==> config.mk <==
export PLATFORM = sky130hd
export DESIGN_NAME = hsv_breathing_light_top_flat
export DESIGN_NICKNAME = d
export VERILOG_FILES = /design/src/rtl/hsvbl_pkg.sv /design/src/rtl/hsvbl_if.sv /design/src/rtl/hsvbl_seq.sv /design/src/rtl/hsvbl_div.sv /design/src/rtl/hsvbl_dp.sv /design/src/rtl/hsv_breathing_light_top.sv /design/src/flat_wrapper.sv
export SDC_FILE = /design/constraint.sdc
export NUM_CORES = 2
export LEC_CHECK = 0
export BUFFER_PORTS_ARGS = -buffer_cell sky130_fd_sc_hd__buf_4
export CAP_MARGIN = 30
export CORE_MARGIN = 1
export CORE_UTILIZATION = 47
export DETAILED_ROUTE_END_ITERATION = 8
export GPL_TIMING_DRIVEN = 0
export PLACE_DENSITY = 0.65
export SLEW_MARGIN = 10
export SYNTH_ARGS = -nofsm -noshare
export SYNTH_HDL_FRONTEND = slang
export SYNTH_HIERARCHICAL = 1
export SYNTH_SLANG_ARGS = --single-unit
==> constraint.sdc <==
create_clock -name i_clk -period 12.4 [get_ports i_clk]
set_clock_uncertainty 0.15 [all_clocks]
set_input_delay 0 -clock i_clk [delete_from_list [all_inputs] [get_ports i_clk]]
set_output_delay 0 -clock i_clk [all_outputs]
set_load 0.02 [all_outputs]
==> src/rtl/hsvbl_pkg.sv <==
// Shared types, constants and microcode ROM of the HSV breathing light.
// No dependencies; the sequencer, divider, datapath, top level and testbench import this package.
`timescale 1ns / 1ps
`default_nettype none

package hsvbl_pkg;

    localparam int unsigned PcW  = 5;
    localparam int unsigned DivW = 22;
    localparam int unsigned DenW = 14;
    localparam int unsigned CntW = 5;
    localparam int unsigned RecW = 23;
    localparam int unsigned RecSh = 36;

    localparam logic [DenW-1:0] ScaleQ  = 14'd15300;
    localparam logic [RecW-1:0] RecipQ  = 23'd4491470;
    localparam logic [7:0]      Full    = 8'd255;
    localparam logic [7:0]      LowThr  = 8'd5;
    localparam logic [8:0]      Deg360  = 9'd360;
    localparam logic [5:0]      SecDeg  = 6'd60;
    localparam logic [CntW-1:0] SCnt    = 5'd16;
    localparam logic [CntW-1:0] HCnt    = 5'd17;

    typedef enum logic [1:0] {
        REG_RED   = 2'd0,
        REG_GREEN = 2'd1,
        REG_BLUE  = 2'd2,
        REG_RATE  = 2'd3
    } t_reg;

    typedef enum logic [3:0] {
        OP_NOP,
        OP_IDLE,
        OP_S_START,
        OP_S_STORE,
        OP_H_START,
        OP_H_STORE,
        OP_RAMP,
        OP_MUL_SF,
        OP_MUL_SG,
        OP_MUL_P,
        OP_MUL_Q,
        OP_MUL_T,
        OP_EMIT,
        OP_GRAY
    } t_op;

    typedef enum logic [2:0] {
        C_NEVER,
        C_ALWAYS,
        C_NO_INPUT,
        C_DIV_BUSY,
        C_OUT_BUSY,
        C_GRAY
    } t_cond;

    typedef struct packed {
        t_op            op;
        t_cond          wait_c;
        t_cond          jmp_c;
        logic [PcW-1:0] target;
    } t_uword;

    typedef struct packed {
        t_op  op;
        logic in_ready;
    } t_ctl;

    typedef struct packed {
        logic in_valid;
        logic div_busy;
        logic out_busy;
        logic gray;
    } t_sts;

    localparam logic [PcW-1:0] PC_IDLE   = 5'd0;
    localparam logic [PcW-1:0] PC_CHECK  = 5'd1;
    localparam logic [PcW-1:0] PC_S_GO   = 5'd2;
    localparam logic [PcW-1:0] PC_S_WAIT = 5'd3;
    localparam logic [PcW-1:0] PC_S_PUT  = 5'd4;
    localparam logic [PcW-1:0] PC_H_GO   = 5'd5;
    localparam logic [PcW-1:0] PC_H_WAIT = 5'd6;
    localparam logic [PcW-1:0] PC_H_PUT  = 5'd7;
    localparam logic [PcW-1:0] PC_RAMP   = 5'd8;
    localparam logic [PcW-1:0] PC_M_SF   = 5'd9;
    localparam logic [PcW-1:0] PC_M_SG   = 5'd10;
    localparam logic [PcW-1:0] PC_M_P    = 5'd11;
    localparam logic [PcW-1:0] PC_M_Q    = 5'd12;
    localparam logic [PcW-1:0] PC_M_T    = 5'd13;
    localparam logic [PcW-1:0] PC_EMIT   = 5'd14;
    localparam logic [PcW-1:0] PC_GRAY   = 5'd15;

    function automatic t_uword uw(input t_op op, input t_cond wc, input t_cond jc,
                                  input logic [PcW-1:0] tgt);
        t_uword w;
        w.op     = op;
        w.wait_c = wc;
        w.jmp_c  = jc;
        w.target = tgt;
        return w;
    endfunction

    // Program: hold on wait_c, else jump on jmp_c, else fall through.
    function automatic t_uword ucode(input logic [PcW-1:0] pc);
        t_uword w;
        unique case (pc)
            PC_IDLE:   w = uw(OP_IDLE,    C_NO_INPUT, C_NEVER,  PC_IDLE);
            PC_CHECK:  w = uw(OP_NOP,     C_NEVER,    C_GRAY,   PC_GRAY);
            PC_S_GO:   w = uw(OP_S_START, C_NEVER,    C_NEVER,  PC_IDLE);
            PC_S_WAIT: w = uw(OP_NOP,     C_DIV_BUSY, C_NEVER,  PC_IDLE);
            PC_S_PUT:  w = uw(OP_S_STORE, C_NEVER,    C_NEVER,  PC_IDLE);
            PC_H_GO:   w = uw(OP_H_START, C_NEVER,    C_NEVER,  PC_IDLE);
            PC_H_WAIT: w = uw(OP_NOP,     C_DIV_BUSY, C_NEVER,  PC_IDLE);
            PC_H_PUT:  w = uw(OP_H_STORE, C_NEVER,    C_NEVER,  PC_IDLE);
            PC_RAMP:   w = uw(OP_RAMP,    C_NEVER,    C_NEVER,  PC_IDLE);
            PC_M_SF:   w = uw(OP_MUL_SF,  C_NEVER,    C_NEVER,  PC_IDLE);
            PC_M_SG:   w = uw(OP_MUL_SG,  C_NEVER,    C_NEVER,  PC_IDLE);
            PC_M_P:    w = uw(OP_MUL_P,   C_NEVER,    C_NEVER,  PC_IDLE);
            PC_M_Q:    w = uw(OP_MUL_Q,   C_NEVER,    C_NEVER,  PC_IDLE);
            PC_M_T:    w = uw(OP_MUL_T,   C_NEVER,    C_NEVER,  PC_IDLE);
            PC_EMIT:   w = uw(OP_EMIT,    C_OUT_BUSY, C_ALWAYS, PC_IDLE);
            PC_GRAY:   w = uw(OP_GRAY,    C_NEVER,    C_ALWAYS, PC_RAMP);
            default:   w = uw(OP_NOP,     C_NEVER,    C_ALWAYS, PC_IDLE);
        endcase
        return w;
    endfunction

endpackage

`default_nettype wire

==> src/rtl/hsvbl_if.sv <==
// Channel interfaces of the HSV breathing light: tick input, color output,
// register write port. Stand-alone, no package dependency.
`timescale 1ns / 1ps
`default_nettype none

interface hsvbl_in_if;
    logic valid;
    logic ready;
    logic advance;

    modport source (output valid, output advance, input ready);
    modport sink   (input valid, input advance, output ready);
endinterface

interface hsvbl_out_if;
    logic       valid;
    logic       ready;
    logic [7:0] red;
    logic [7:0] green;
    logic [7:0] blue;
    logic [7:0] level;
    logic       falling;

    modport source (output valid, output red, output green, output blue,
                    output level, output falling, input ready);
    modport sink   (input valid, input red, input green, input blue,
                    input level, input falling, output ready);
endinterface

interface hsvbl_cfg_if;
    logic       valid;
    logic       ready;
    logic [1:0] index;
    logic [7:0] data;

    modport source (output valid, output index, output data, input ready);
    modport sink   (input valid, input index, input data, output ready);
endinterface

`default_nettype wire

==> src/rtl/hsvbl_seq.sv <==
// Microcode sequencer: step counter, control ROM from hsvbl_pkg, wait and
// jump condition evaluation. Depends on hsvbl_pkg.
`timescale 1ns / 1ps
`default_nettype none

module hsvbl_seq (
    input  logic              i_clk,
    input  logic              i_rst_n,
    input  hsvbl_pkg::t_sts   i_sts,
    output hsvbl_pkg::t_ctl   o_ctl
);
    import hsvbl_pkg::*;

    logic [PcW-1:0] r_pc;
    logic [PcW-1:0] n_pc;
    t_uword         w_word;
    logic           w_hold;
    logic           w_jump;

    function automatic logic cond_true(input t_cond c, input t_sts s);
        logic res;
        unique case (c)
            C_NEVER:    res = 1'b0;
            C_ALWAYS:   res = 1'b1;
            C_NO_INPUT: res = !s.in_valid;
            C_DIV_BUSY: res = s.div_busy;
            C_OUT_BUSY: res = s.out_busy;
            C_GRAY:     res = s.gray;
            default:    res = 1'b0;
        endcase
        return res;
    endfunction

    always_comb begin
        w_word = ucode(r_pc);
        w_hold = cond_true(w_word.wait_c, i_sts);
        w_jump = cond_true(w_word.jmp_c, i_sts);
        if (w_hold) begin
            n_pc = r_pc;
        end else if (w_jump) begin
            n_pc = w_word.target;
        end else begin
            n_pc = r_pc + 1'b1;
        end
    end

    always_ff @(posedge i_clk) begin
        if (!i_rst_n) begin
            r_pc <= PC_IDLE;
        end else begin
            r_pc <= n_pc;
        end
    end

    assign o_ctl.op       = w_word.op;
    assign o_ctl.in_ready = (r_pc == PC_IDLE);

endmodule

`default_nettype wire

==> src/rtl/hsvbl_div.sv <==
// Restoring divider, one quotient bit per cycle over a left-aligned dividend.
// Depends on hsvbl_pkg for widths.
`timescale 1ns / 1ps
`default_nettype none

module hsvbl_div (
    input  logic                        i_clk,
    input  logic                        i_rst_n,
    input  logic                        i_start,
    input  logic [hsvbl_pkg::DivW-1:0]  i_num,
    input  logic [hsvbl_pkg::DenW-1:0]  i_den,
    input  logic [hsvbl_pkg::CntW-1:0]  i_cnt,
    output logic                        o_busy,
    output logic [hsvbl_pkg::DivW-1:0]  o_quo
);
    import hsvbl_pkg::*;

    logic [DivW-1:0] r_num;
    logic [DivW-1:0] r_quo;
    logic [DenW-1:0] r_rem;
    logic [DenW-1:0] r_den;
    logic [CntW-1:0] r_cnt;
    logic [DenW:0]   w_trial;
    logic [DenW:0]   w_diff;
    logic            w_ge;

    assign w_trial = {r_rem, r_num[DivW-1]};
    assign w_ge    = (w_trial >= {1'b0, r_den});
    assign w_diff  = w_trial - {1'b0, r_den};

    always_ff @(posedge i_clk) begin
        if (!i_rst_n) begin
            r_cnt <= '0;
        end else if (i_start) begin
            r_cnt <= i_cnt;
        end else if (r_cnt != '0) begin
            r_cnt <= r_cnt - 1'b1;
        end
    end

    always_ff @(posedge i_clk) begin
        if (i_start) begin
            r_num <= i_num;
            r_quo <= '0;
            r_rem <= '0;
            r_den <= i_den;
        end else if (r_cnt != '0) begin
            r_num <= {r_num[DivW-2:0], 1'b0};
            r_quo <= {r_quo[DivW-2:0], w_ge};
            r_rem <= w_ge ? w_diff[DenW-1:0] : w_trial[DenW-1:0];
        end
    end

    assign o_busy = (r_cnt != '0);
    assign o_quo  = r_quo;

endmodule

`default_nettype wire

==> src/rtl/hsvbl_dp.sv <==
// Datapath run by the microcode: HSV terms, brightness ramp, multiplier,
// output register. Depends on hsvbl_pkg and hsvbl_div.
`timescale 1ns / 1ps
`default_nettype none

module hsvbl_dp (
    input  logic              i_clk,
    input  logic              i_rst_n,
    input  hsvbl_pkg::t_ctl   i_ctl,
    input  logic [7:0]        i_red,
    input  logic [7:0]        i_green,
    input  logic [7:0]        i_blue,
    input  logic [7:0]        i_rate,
    input  logic              i_in_valid,
    input  logic              i_advance,
    input  logic              i_out_ready,
    output hsvbl_pkg::t_sts   o_sts,
    output logic              o_out_valid,
    output logic [7:0]        o_red,
    output logic [7:0]        o_green,
    output logic [7:0]        o_blue,
    output logic [7:0]        o_level,
    output logic              o_falling
);
    import hsvbl_pkg::*;

    // control state
    logic [7:0] r_lvl;
    logic       r_dim;
    logic       r_out_valid;
    // working registers
    logic            r_adv;
    logic [7:0]      r_s;
    logic [8:0]      r_h;
    logic [2:0]      r_sec;
    logic [5:0]      r_fr;
    logic [DivW-1:0] r_prod;
    logic [DenW-1:0] r_kq;
    logic [DenW-1:0] r_kt;
    logic [7:0]      r_p;
    logic [7:0]      r_q;
    logic [7:0]      r_red;
    logic [7:0]      r_green;
    logic [7:0]      r_blue;
    logic [7:0]      r_level;
    logic            r_falling;

    logic [7:0]      w_mx;
    logic [7:0]      w_mn;
    logic [7:0]      w_d;
    logic            w_gray;
    logic            w_r_top;
    logic [15:0]     w_num_s;
    logic [16:0]     w_num_h;
    logic [7:0]      w_absgb;
    logic            w_div_start;
    logic [DivW-1:0] w_div_num;
    logic [DenW-1:0] w_div_den;
    logic [CntW-1:0] w_div_cnt;
    logic            w_div_busy;
    logic [DivW-1:0] w_quo;
    logic [7:0]      w_mul_a;
    logic [DenW-1:0] w_mul_b;
    logic [DivW-1:0] w_mul_p;
    logic [DivW+RecW-1:0] w_recip;
    logic [8:0]      w_h_new;
    logic [8:0]      w_sum;
    logic [7:0]      w_up;
    logic [7:0]      w_dn;
    logic [7:0]      n_lvl;
    logic            n_dim;
    logic [2:0]      w_sec;
    logic [8:0]      w_frw;
    logic [16:0]     w_pfix;
    logic [7:0]      w_t;
    logic [7:0]      w_or;
    logic [7:0]      w_og;
    logic [7:0]      w_ob;
    logic            w_out_busy;

    // base color terms
    always_comb begin
        w_mx = i_red;
        w_mn = i_red;
        if (i_green > w_mx) w_mx = i_green;
        if (i_blue > w_mx)  w_mx = i_blue;
        if (i_green < w_mn) w_mn = i_green;
        if (i_blue < w_mn)  w_mn = i_blue;
        w_d     = w_mx - w_mn;
        w_gray  = (w_d == 8'd0);
        w_r_top = (w_mx == i_red);
        w_num_s = {w_d, 8'd0} - {8'd0, w_d};
        w_absgb = (i_green >= i_blue) ? (i_green - i_blue) : (i_blue - i_green);
        if (w_r_top) begin
            w_num_h = 17'(w_absgb) * 17'd60;
        end else if (w_mx == i_green) begin
            w_num_h = 17'(i_blue) * 17'd60 + 17'(w_d) * 17'd120 - 17'(i_red) * 17'd60;
        end else begin
            w_num_h = 17'(i_red) * 17'd60 + 17'(w_d) * 17'd240 - 17'(i_green) * 17'd60;
        end
    end

    // divider operand select
    always_comb begin
        w_div_start = 1'b0;
        w_div_num   = '0;
        w_div_den   = {6'd0, w_mx};
        w_div_cnt   = SCnt;
        case (i_ctl.op)
            OP_S_START: begin
                w_div_start = 1'b1;
                w_div_num   = {w_num_s, 6'd0};
                w_div_den   = {6'd0, w_mx};
                w_div_cnt   = SCnt;
            end
            OP_H_START: begin
                w_div_start = 1'b1;
                w_div_num   = {w_num_h, 5'd0};
                w_div_den   = {6'd0, w_d};
                w_div_cnt   = HCnt;
            end
            default: begin
                w_div_start = 1'b0;
            end
        endcase
    end

    hsvbl_div u_div (
        .i_clk   (i_clk),
        .i_rst_n (i_rst_n),
        .i_start (w_div_start),
        .i_num   (w_div_num),
        .i_den   (w_div_den),
        .i_cnt   (w_div_cnt),
        .o_busy  (w_div_busy),
        .o_quo   (w_quo)
    );

    // shared multiplier operands
    always_comb begin
        case (i_ctl.op)
            OP_MUL_SF: begin
                w_mul_a = r_s;
                w_mul_b = {8'd0, r_fr};
            end
            OP_MUL_SG: begin
                w_mul_a = r_s;
                w_mul_b = {8'd0, SecDeg - r_fr};
            end
            OP_MUL_P: begin
                w_mul_a = r_lvl;
                w_mul_b = {6'd0, Full - r_s};
            end
            OP_MUL_Q: begin
                w_mul_a = r_lvl;
                w_mul_b = r_kq;
            end
            default: begin
                w_mul_a = r_lvl;
                w_mul_b = r_kt;
            end
        endcase
        w_mul_p = DivW'(w_mul_a) * DivW'(w_mul_b);
    end

    // x / 15300 by reciprocal, exact for x <= 255 * 15300
    assign w_recip = (DivW+RecW)'(r_prod) * (DivW+RecW)'(RecipQ);

    // hue fix-up: red-max hue below zero wraps
    always_comb begin
        if (w_r_top && (i_green < i_blue)) begin
            w_h_new = (w_quo[8:0] != 9'd0) ? (Deg360 - w_quo[8:0]) : 9'd0;
        end else begin
            w_h_new = w_quo[8:0];
        end
    end

    // ramp
    always_comb begin
        w_sum = {1'b0, r_lvl} + {1'b0, i_rate};
        w_up  = w_sum[8] ? Full : w_sum[7:0];
        w_dn  = (r_lvl > i_rate) ? (r_lvl - i_rate) : 8'd0;
        n_lvl = r_lvl;
        n_dim = r_dim;
        if (r_adv) begin
            if (!r_dim) begin
                n_lvl = w_up;
                if (w_up >= w_mx) begin
                    n_lvl = w_mx;
                    n_dim = 1'b1;
                end
            end else begin
                n_lvl = w_dn;
                if (w_dn <= LowThr) begin
                    n_lvl = 8'd0;
                    n_dim = 1'b0;
                end
            end
        end
    end

    // sector and offset of hue
    always_comb begin
        if (r_h >= 9'd300) begin
            w_sec = 3'd5;
            w_frw = r_h - 9'd300;
        end else if (r_h >= 9'd240) begin
            w_sec = 3'd4;
            w_frw = r_h - 9'd240;
        end else if (r_h >= 9'd180) begin
            w_sec = 3'd3;
            w_frw = r_h - 9'd180;
        end else if (r_h >= 9'd120) begin
            w_sec = 3'd2;
            w_frw = r_h - 9'd120;
        end else if (r_h >= 9'd60) begin
            w_sec = 3'd1;
            w_frw = r_h - 9'd60;
        end else begin
            w_sec = 3'd0;
            w_frw = r_h;
        end
    end

    // x / 255 for x < 65535
    assign w_pfix = 17'(r_prod[15:0]) + 17'd1 + 17'(r_prod[15:8]);

    assign w_t = w_recip[RecSh+7:RecSh];

    always_comb begin
        case (r_sec)
            3'd0: begin w_or = r_lvl; w_og = w_t;   w_ob = r_p;   end
            3'd1: begin w_or = r_q;   w_og = r_lvl; w_ob = r_p;   end
            3'd2: begin w_or = r_p;   w_og = r_lvl; w_ob = w_t;   end
            3'd3: begin w_or = r_p;   w_og = r_q;   w_ob = r_lvl; end
            3'd4: begin w_or = w_t;   w_og = r_p;   w_ob = r_lvl; end
            default: begin w_or = r_lvl; w_og = r_p; w_ob = r_q; end
        endcase
    end

    assign w_out_busy = r_out_valid && !i_out_ready;

    always_ff @(posedge i_clk) begin
        if (!i_rst_n) begin
            r_lvl       <= 8'd0;
            r_dim       <= 1'b0;
            r_out_valid <= 1'b0;
        end else begin
            if (i_ctl.op == OP_RAMP) begin
                r_lvl <= n_lvl;
                r_dim <= n_dim;
            end
            if ((i_ctl.op == OP_EMIT) && !w_out_busy) begin
                r_out_valid <= 1'b1;
            end else if (r_out_valid && i_out_ready) begin
                r_out_valid <= 1'b0;
            end
        end
    end

    always_ff @(posedge i_clk) begin
        case (i_ctl.op)
            OP_IDLE: begin
                if (i_in_valid) r_adv <= i_advance;
            end
            OP_S_STORE: r_s <= w_quo[7:0];
            OP_H_STORE: r_h <= w_h_new;
            OP_GRAY: begin
                r_s <= 8'd0;
                r_h <= 9'd0;
            end
            OP_RAMP: begin
                r_sec <= w_sec;
                r_fr  <= w_frw[5:0];
            end
            OP_MUL_SF: r_prod <= w_mul_p;
            OP_MUL_SG: begin
                r_kq   <= ScaleQ - r_prod[DenW-1:0];
                r_prod <= w_mul_p;
            end
            OP_MUL_P: begin
                r_kt   <= ScaleQ - r_prod[DenW-1:0];
                r_prod <= w_mul_p;
            end
            OP_MUL_Q: begin
                r_p    <= w_pfix[15:8];
                r_prod <= w_mul_p;
            end
            OP_MUL_T: begin
                r_q    <= w_recip[RecSh+7:RecSh];
                r_prod <= w_mul_p;
            end
            OP_EMIT: begin
                if (!w_out_busy) begin
                    r_red     <= w_or;
                    r_green   <= w_og;
                    r_blue    <= w_ob;
                    r_level   <= r_lvl;
                    r_falling <= r_dim;
                end
            end
            default: begin
            end
        endcase
    end

    assign o_sts.in_valid = i_in_valid;
    assign o_sts.div_busy = w_div_busy;
    assign o_sts.out_busy = w_out_busy;
    assign o_sts.gray     = w_gray;

    assign o_out_valid = r_out_valid;
    assign o_red       = r_red;
    assign o_green     = r_green;
    assign o_blue      = r_blue;
    assign o_level     = r_level;
    assign o_falling   = r_falling;

endmodule

`default_nettype wire

==> src/rtl/hsv_breathing_light_top.sv <==
// Top level of the HSV breathing light: register file, channel hookup,
// sequencer and datapath. Depends on hsvbl_pkg, hsvbl_if, hsvbl_seq, hsvbl_dp.
`timescale 1ns / 1ps
`default_nettype none

// Each tick transfer on i_in yields one color transfer on o_out. The single
// shared divider produces one quotient bit per cycle for saturation and hue;
// a gray base color, with equal components, skips both divisions. The next
// tick is taken in the cycle after the result is registered, while that
// result still waits on o_out. Register writes on i_cfg are always accepted
// and take effect at once; write them only between ticks.

module hsv_breathing_light_top (
    input  logic        i_clk,
    input  logic        i_rst_n,
    hsvbl_in_if.sink    i_in,
    hsvbl_out_if.source o_out,
    hsvbl_cfg_if.sink   i_cfg
);
    import hsvbl_pkg::*;

    logic [7:0] r_base_red;
    logic [7:0] r_base_green;
    logic [7:0] r_base_blue;
    logic [7:0] r_step_rate;
    t_ctl       w_ctl;
    t_sts       w_sts;

    always_ff @(posedge i_clk) begin
        if (!i_rst_n) begin
            r_base_red   <= 8'd255;
            r_base_green <= 8'd0;
            r_base_blue  <= 8'd0;
            r_step_rate  <= 8'd5;
        end else if (i_cfg.valid) begin
            unique case (t_reg'(i_cfg.index))
                REG_RED:   r_base_red   <= i_cfg.data;
                REG_GREEN: r_base_green <= i_cfg.data;
                REG_BLUE:  r_base_blue  <= i_cfg.data;
                REG_RATE:  r_step_rate  <= i_cfg.data;
                default:   r_step_rate  <= r_step_rate;
            endcase
        end
    end

    assign i_cfg.ready = 1'b1;
    assign i_in.ready  = w_ctl.in_ready;

    hsvbl_seq u_seq (
        .i_clk   (i_clk),
        .i_rst_n (i_rst_n),
        .i_sts   (w_sts),
        .o_ctl   (w_ctl)
    );

    hsvbl_dp u_dp (
        .i_clk       (i_clk),
        .i_rst_n     (i_rst_n),
        .i_ctl       (w_ctl),
        .i_red       (r_base_red),
        .i_green     (r_base_green),
        .i_blue      (r_base_blue),
        .i_rate      (r_step_rate),
        .i_in_valid  (i_in.valid),
        .i_advance   (i_in.advance),
        .i_out_ready (o_out.ready),
        .o_sts       (w_sts),
        .o_out_valid (o_out.valid),
        .o_red       (o_out.red),
        .o_green     (o_out.green),
        .o_blue      (o_out.blue),
        .o_level     (o_out.level),
        .o_falling   (o_out.falling)
    );

endmodule

`default_nettype wire

==> src/flat_wrapper.sv <==
// flat-port wrapper written by rule: the top's interface ports become plain ports
module hsv_breathing_light_top_flat import hsvbl_pkg::*;
  (i_clk, i_rst_n, i_in_valid, i_in_advance, i_in_ready, o_out_valid, o_out_red, o_out_green, o_out_blue, o_out_level, o_out_falling, o_out_ready, i_cfg_valid, i_cfg_index, i_cfg_data, i_cfg_ready);
  hsvbl_in_if i_in_i ();
  hsvbl_out_if o_out_i ();
  hsvbl_cfg_if i_cfg_i ();
  input  logic i_clk;
  input  logic i_rst_n;
  input wire logic [$bits(i_in_i.valid)-1:0] i_in_valid;
  input wire logic [$bits(i_in_i.advance)-1:0] i_in_advance;
  output wire logic [$bits(i_in_i.ready)-1:0] i_in_ready;
  output wire logic [$bits(o_out_i.valid)-1:0] o_out_valid;
  output wire logic [$bits(o_out_i.red)-1:0] o_out_red;
  output wire logic [$bits(o_out_i.green)-1:0] o_out_green;
  output wire logic [$bits(o_out_i.blue)-1:0] o_out_blue;
  output wire logic [$bits(o_out_i.level)-1:0] o_out_level;
  output wire logic [$bits(o_out_i.falling)-1:0] o_out_falling;
  input wire logic [$bits(o_out_i.ready)-1:0] o_out_ready;
  input wire logic [$bits(i_cfg_i.valid)-1:0] i_cfg_valid;
  input wire logic [$bits(i_cfg_i.index)-1:0] i_cfg_index;
  input wire logic [$bits(i_cfg_i.data)-1:0] i_cfg_data;
  output wire logic [$bits(i_cfg_i.ready)-1:0] i_cfg_ready;
  assign i_in_i.valid = i_in_valid;
  assign i_in_i.advance = i_in_advance;
  assign i_in_ready = i_in_i.ready;
  assign o_out_valid = o_out_i.valid;
  assign o_out_red = o_out_i.red;
  assign o_out_green = o_out_i.green;
  assign o_out_blue = o_out_i.blue;
  assign o_out_level = o_out_i.level;
  assign o_out_falling = o_out_i.falling;
  assign o_out_i.ready = o_out_ready;
  assign i_cfg_i.valid = i_cfg_valid;
  assign i_cfg_i.index = i_cfg_index;
  assign i_cfg_i.data = i_cfg_data;
  assign i_cfg_ready = i_cfg_i.ready;
  hsv_breathing_light_top u_core (.i_clk(i_clk), .i_rst_n(i_rst_n), .i_in(i_in_i), .o_out(o_out_i), .i_cfg(i_cfg_i));
endmodule
==> results by stage <==
Placed design:
- The final HPWL from detailed placement is 66420 µm.
- The number of port buffers is 50.
- Prior to clock tree synthesis, the placed netlist has a worst setup slack of 0.4396 ns.
- The placed instances occupy a cell area of 0.03336 mm².
- The last weighted congestion value of the routability-driven placer is 0.9312.

Die:
- From left edge to right edge, the die measures approximately 260 µm.
- Once the floorplan was initialized, standard cells occupied 47.84% of the core.
- The die is about 260 µm tall.
- The I/O pin count is 52.
- The area of the placeable core is ~0.066 mm².
- In this run the core area contains 94 standard-cell rows.
- The floorplan die area is 0.06856 mm².

Logic synthesis:
- During synthesis, Yosys emitted a total of 6 warnings.
- The instance count of the mapped netlist is 3403.
- Summing every instance area after synthesis gives 0.03173 mm².
- After synthesis, the mean cell area works out to between 9 and 10 µm².

Layout:
- From synthesis to final layout, the design area changed by 9.325%.
- For this run, the post-layout net count is 4302.
- The layout cell share with drive strength beyond 1 is 7.245%.
- Leaving out fill and tap cells, the most frequent cells in the layout are 545 x inv_1, 475 x ha_1, 273 x fa_1.
- Cells fill 52.30% of the core in the end.
- The cell area after layout is 0.03469 mm².
- Leaving out fill and tap cells, the most frequent cell in the layout is inv_1.
- The number of fill cells in the layout is 6143.

Timing:
- For the finished layout, the period the worst path requires is 11.73 ns.
- The setup slack of the critical path after layout is 0.6743 ns.
- Headroom to the max-slew limit came out at 33.18%.
- Setup repair after global routing left no endpoint under its margin.
- The setup violation total in the final timing report is 0.
- The period utilization is 94.56%.
- The setup TNS after final layout is 0 ns.
- At the pin with the least slew margin, the transition time is 0.9918 ns.
- The final count of hold timing violations is 0.
- The number of slew-limit violations in the final report is 0.
- The highest achievable clock rate is 85.28 MHz.

Clock network:
- The cell chosen for the clock root is clkbuf_16.
- The maximum count of clock buffers along a single path is 3.
- In this run, CTS created clock tree buffers numbering 29.
- The register clock-pin slew on the reported worst setup and hold paths is ~0.060 ns.
- The clock reaches the later pin of the worst-skew pair after between 0.5 and 0.6 ns.
- TritonCTS built the clock tree.
- In this run the number of H-tree levels came out at 1.
- The total clock sinks is ~250.

Run:
- The tool flagged a number of max-cap violations equal to 0.

Setup path:
- The most numerous cell type found on the critical path is inv_1.
- In this design, the stage delay of the slowest critical-path cell is 0.78 ns.
- The worst setup path is launched from a flop.
- Together, buffers and inverters on the worst path number 7.
- In this run the worst path has a maximum fanout of 10.
- The endpoint required time on the critical path is roughly 13 ns.
- The endpoint class of the critical path is a flop.
- The highest-delay cell along the critical path is dfxtp_1.
- The arrival time at the worst endpoint is around 12 ns.
- By startpoint and endpoint, the worst setup path is classified as reg -> reg.
- The cell class contributing the biggest share of worst-path delay is compound AO/OA/AOI/OAI gates.

Worst hold path:
- The tightest min-delay check is of the in -> reg type.

Drt:
- The first TritonRoute pass finished after 6 iterations.
- The initial DRC count is 1970.
- In the final routed layout, each cell accounts on average for around 19 µm.
- Using the TritonRoute via totals, the vias-per-cell ratio works out to 5.554.
- After detailed routing, the number of remaining DRC violations is 0.
- The total number of vias is ~25000.
- For this block, the routed nets add up to 81910 µm of wire.
- The count of nets left with antenna violations once routing finished came out at 0.

Status:
- The run finished with clean final reports.

Global routing:
- The total overflow left after global routing is 0.
- For this run, the total global-route usage over all layers was measured as roughly a quarter.
- The first global-routing pass estimated between 100000 and 150000 µm of wire.
- The initial antenna violation count was 2.
- The number of global-route vias before repair is around 24000.
- Entering global routing, the biggest net connects 23 pins.
-- sequential cells by signal, summed over array words and instances, names as in the netlist, 5 cells and up, named ones only --
name	count
u_core/u_dp/r_kt	14
u_core/u_dp/o_red	8
u_core/u_dp/r_q	8
u_core/u_dp/r_p	8
u_core/u_dp/o_green	8
u_core/u_dp/r_fr	6
u_core/u_dp/r_prod	22
u_core/u_dp/r_lvl	8
u_core/r_base_red	8
u_core/u_dp/u_div/r_rem	14
u_core/u_dp/u_div/r_num	22
u_core/r_step_rate	8
u_core/u_dp/r_kq	14
u_core/r_base_green	8
u_core/u_dp/r_s	8
u_core/u_dp/r_h	9
u_core/u_seq/r_pc	5
u_core/u_dp/u_div/o_quo	9
u_core/u_dp/u_div/r_cnt	5
u_core/u_dp/u_div/r_den	14
u_core/u_dp/o_level	8
u_core/u_dp/o_blue	8
u_core/r_base_blue	8
-- layout make-up --
type | instances | area (µm²) | share of cell area, %
Sequential cell | 247 | 6573 | 18.95
Timing Repair Buffer | 90 | 737.0 | 2.124
Multi-Input combinational cell | 2532 | 22740 | 65.56
Inverter | 548 | 2057 | 5.929
Tap cell | 864 | 1081 | 3.116
Buffer | 90 | 452.9 | 1.306
Clock inverter | 18 | 251.5 | 0.7249
Antenna cell | 1 | 2.502 | 0.007213
Clock buffer | 36 | 794.5 | 2.290
-- final timing paths --
kind	start	to	slack, ns	cells after the start
worst max register to register	u_core/r_base_green[5]$_SDFFE_PN0P_	u_core/u_dp/u_div/r_num[19]$_DFFE_PP_	0.67	43
worst max-delay path	u_core/r_base_green[5]$_SDFFE_PN0P_	u_core/u_dp/u_div/r_num[19]$_DFFE_PP_	0.67	43
worst min-delay path	i_in_advance	u_core/u_dp/r_adv$_DFFE_PP_	0.02	2
worst min register to register	u_core/u_dp/r_h[1]$_SDFFCE_PP0P_	u_core/u_dp/r_fr[1]$_DFFE_PN_	0.30	0
-- stage by stage --
step	hold slack, ns	instances
6_report	0.01638	4426
3_3_place_gp	0.08831	4331
2_1_floorplan	-0.05113	3417
4_1_cts	0.01566	4421
5_1_grt	0.004014	4425
3_5_place_dp	0.08736	4345
-- layer usage --
| metal | GRT usage (%) | share of wire, % | vias up |
|---|---|---|---|
| met4 | 6.783 | 2.8 | 0 |
| li1 | - | - | 11970 |
| met1 | 36.44 | 48 | 11790 |
| met2 | 36.57 | 42 | 705 |
| met5 | 0 | 0 | - |
| met3 | 4.167 | 7.1 | 123 |
-- repair_timing --
action | in CTS | in global routing
setup buffers | 0 | 0
resized for setup | 0 | 12
hold buffers | 22 | 0
setup endpoints to repair | 0 | 4
endpoints found under the hold margin | 58 | 0
Power is left out: the tool's default activity adds up to more than one toggle a clock period on the data nets, which glitch-free logic cannot reach.
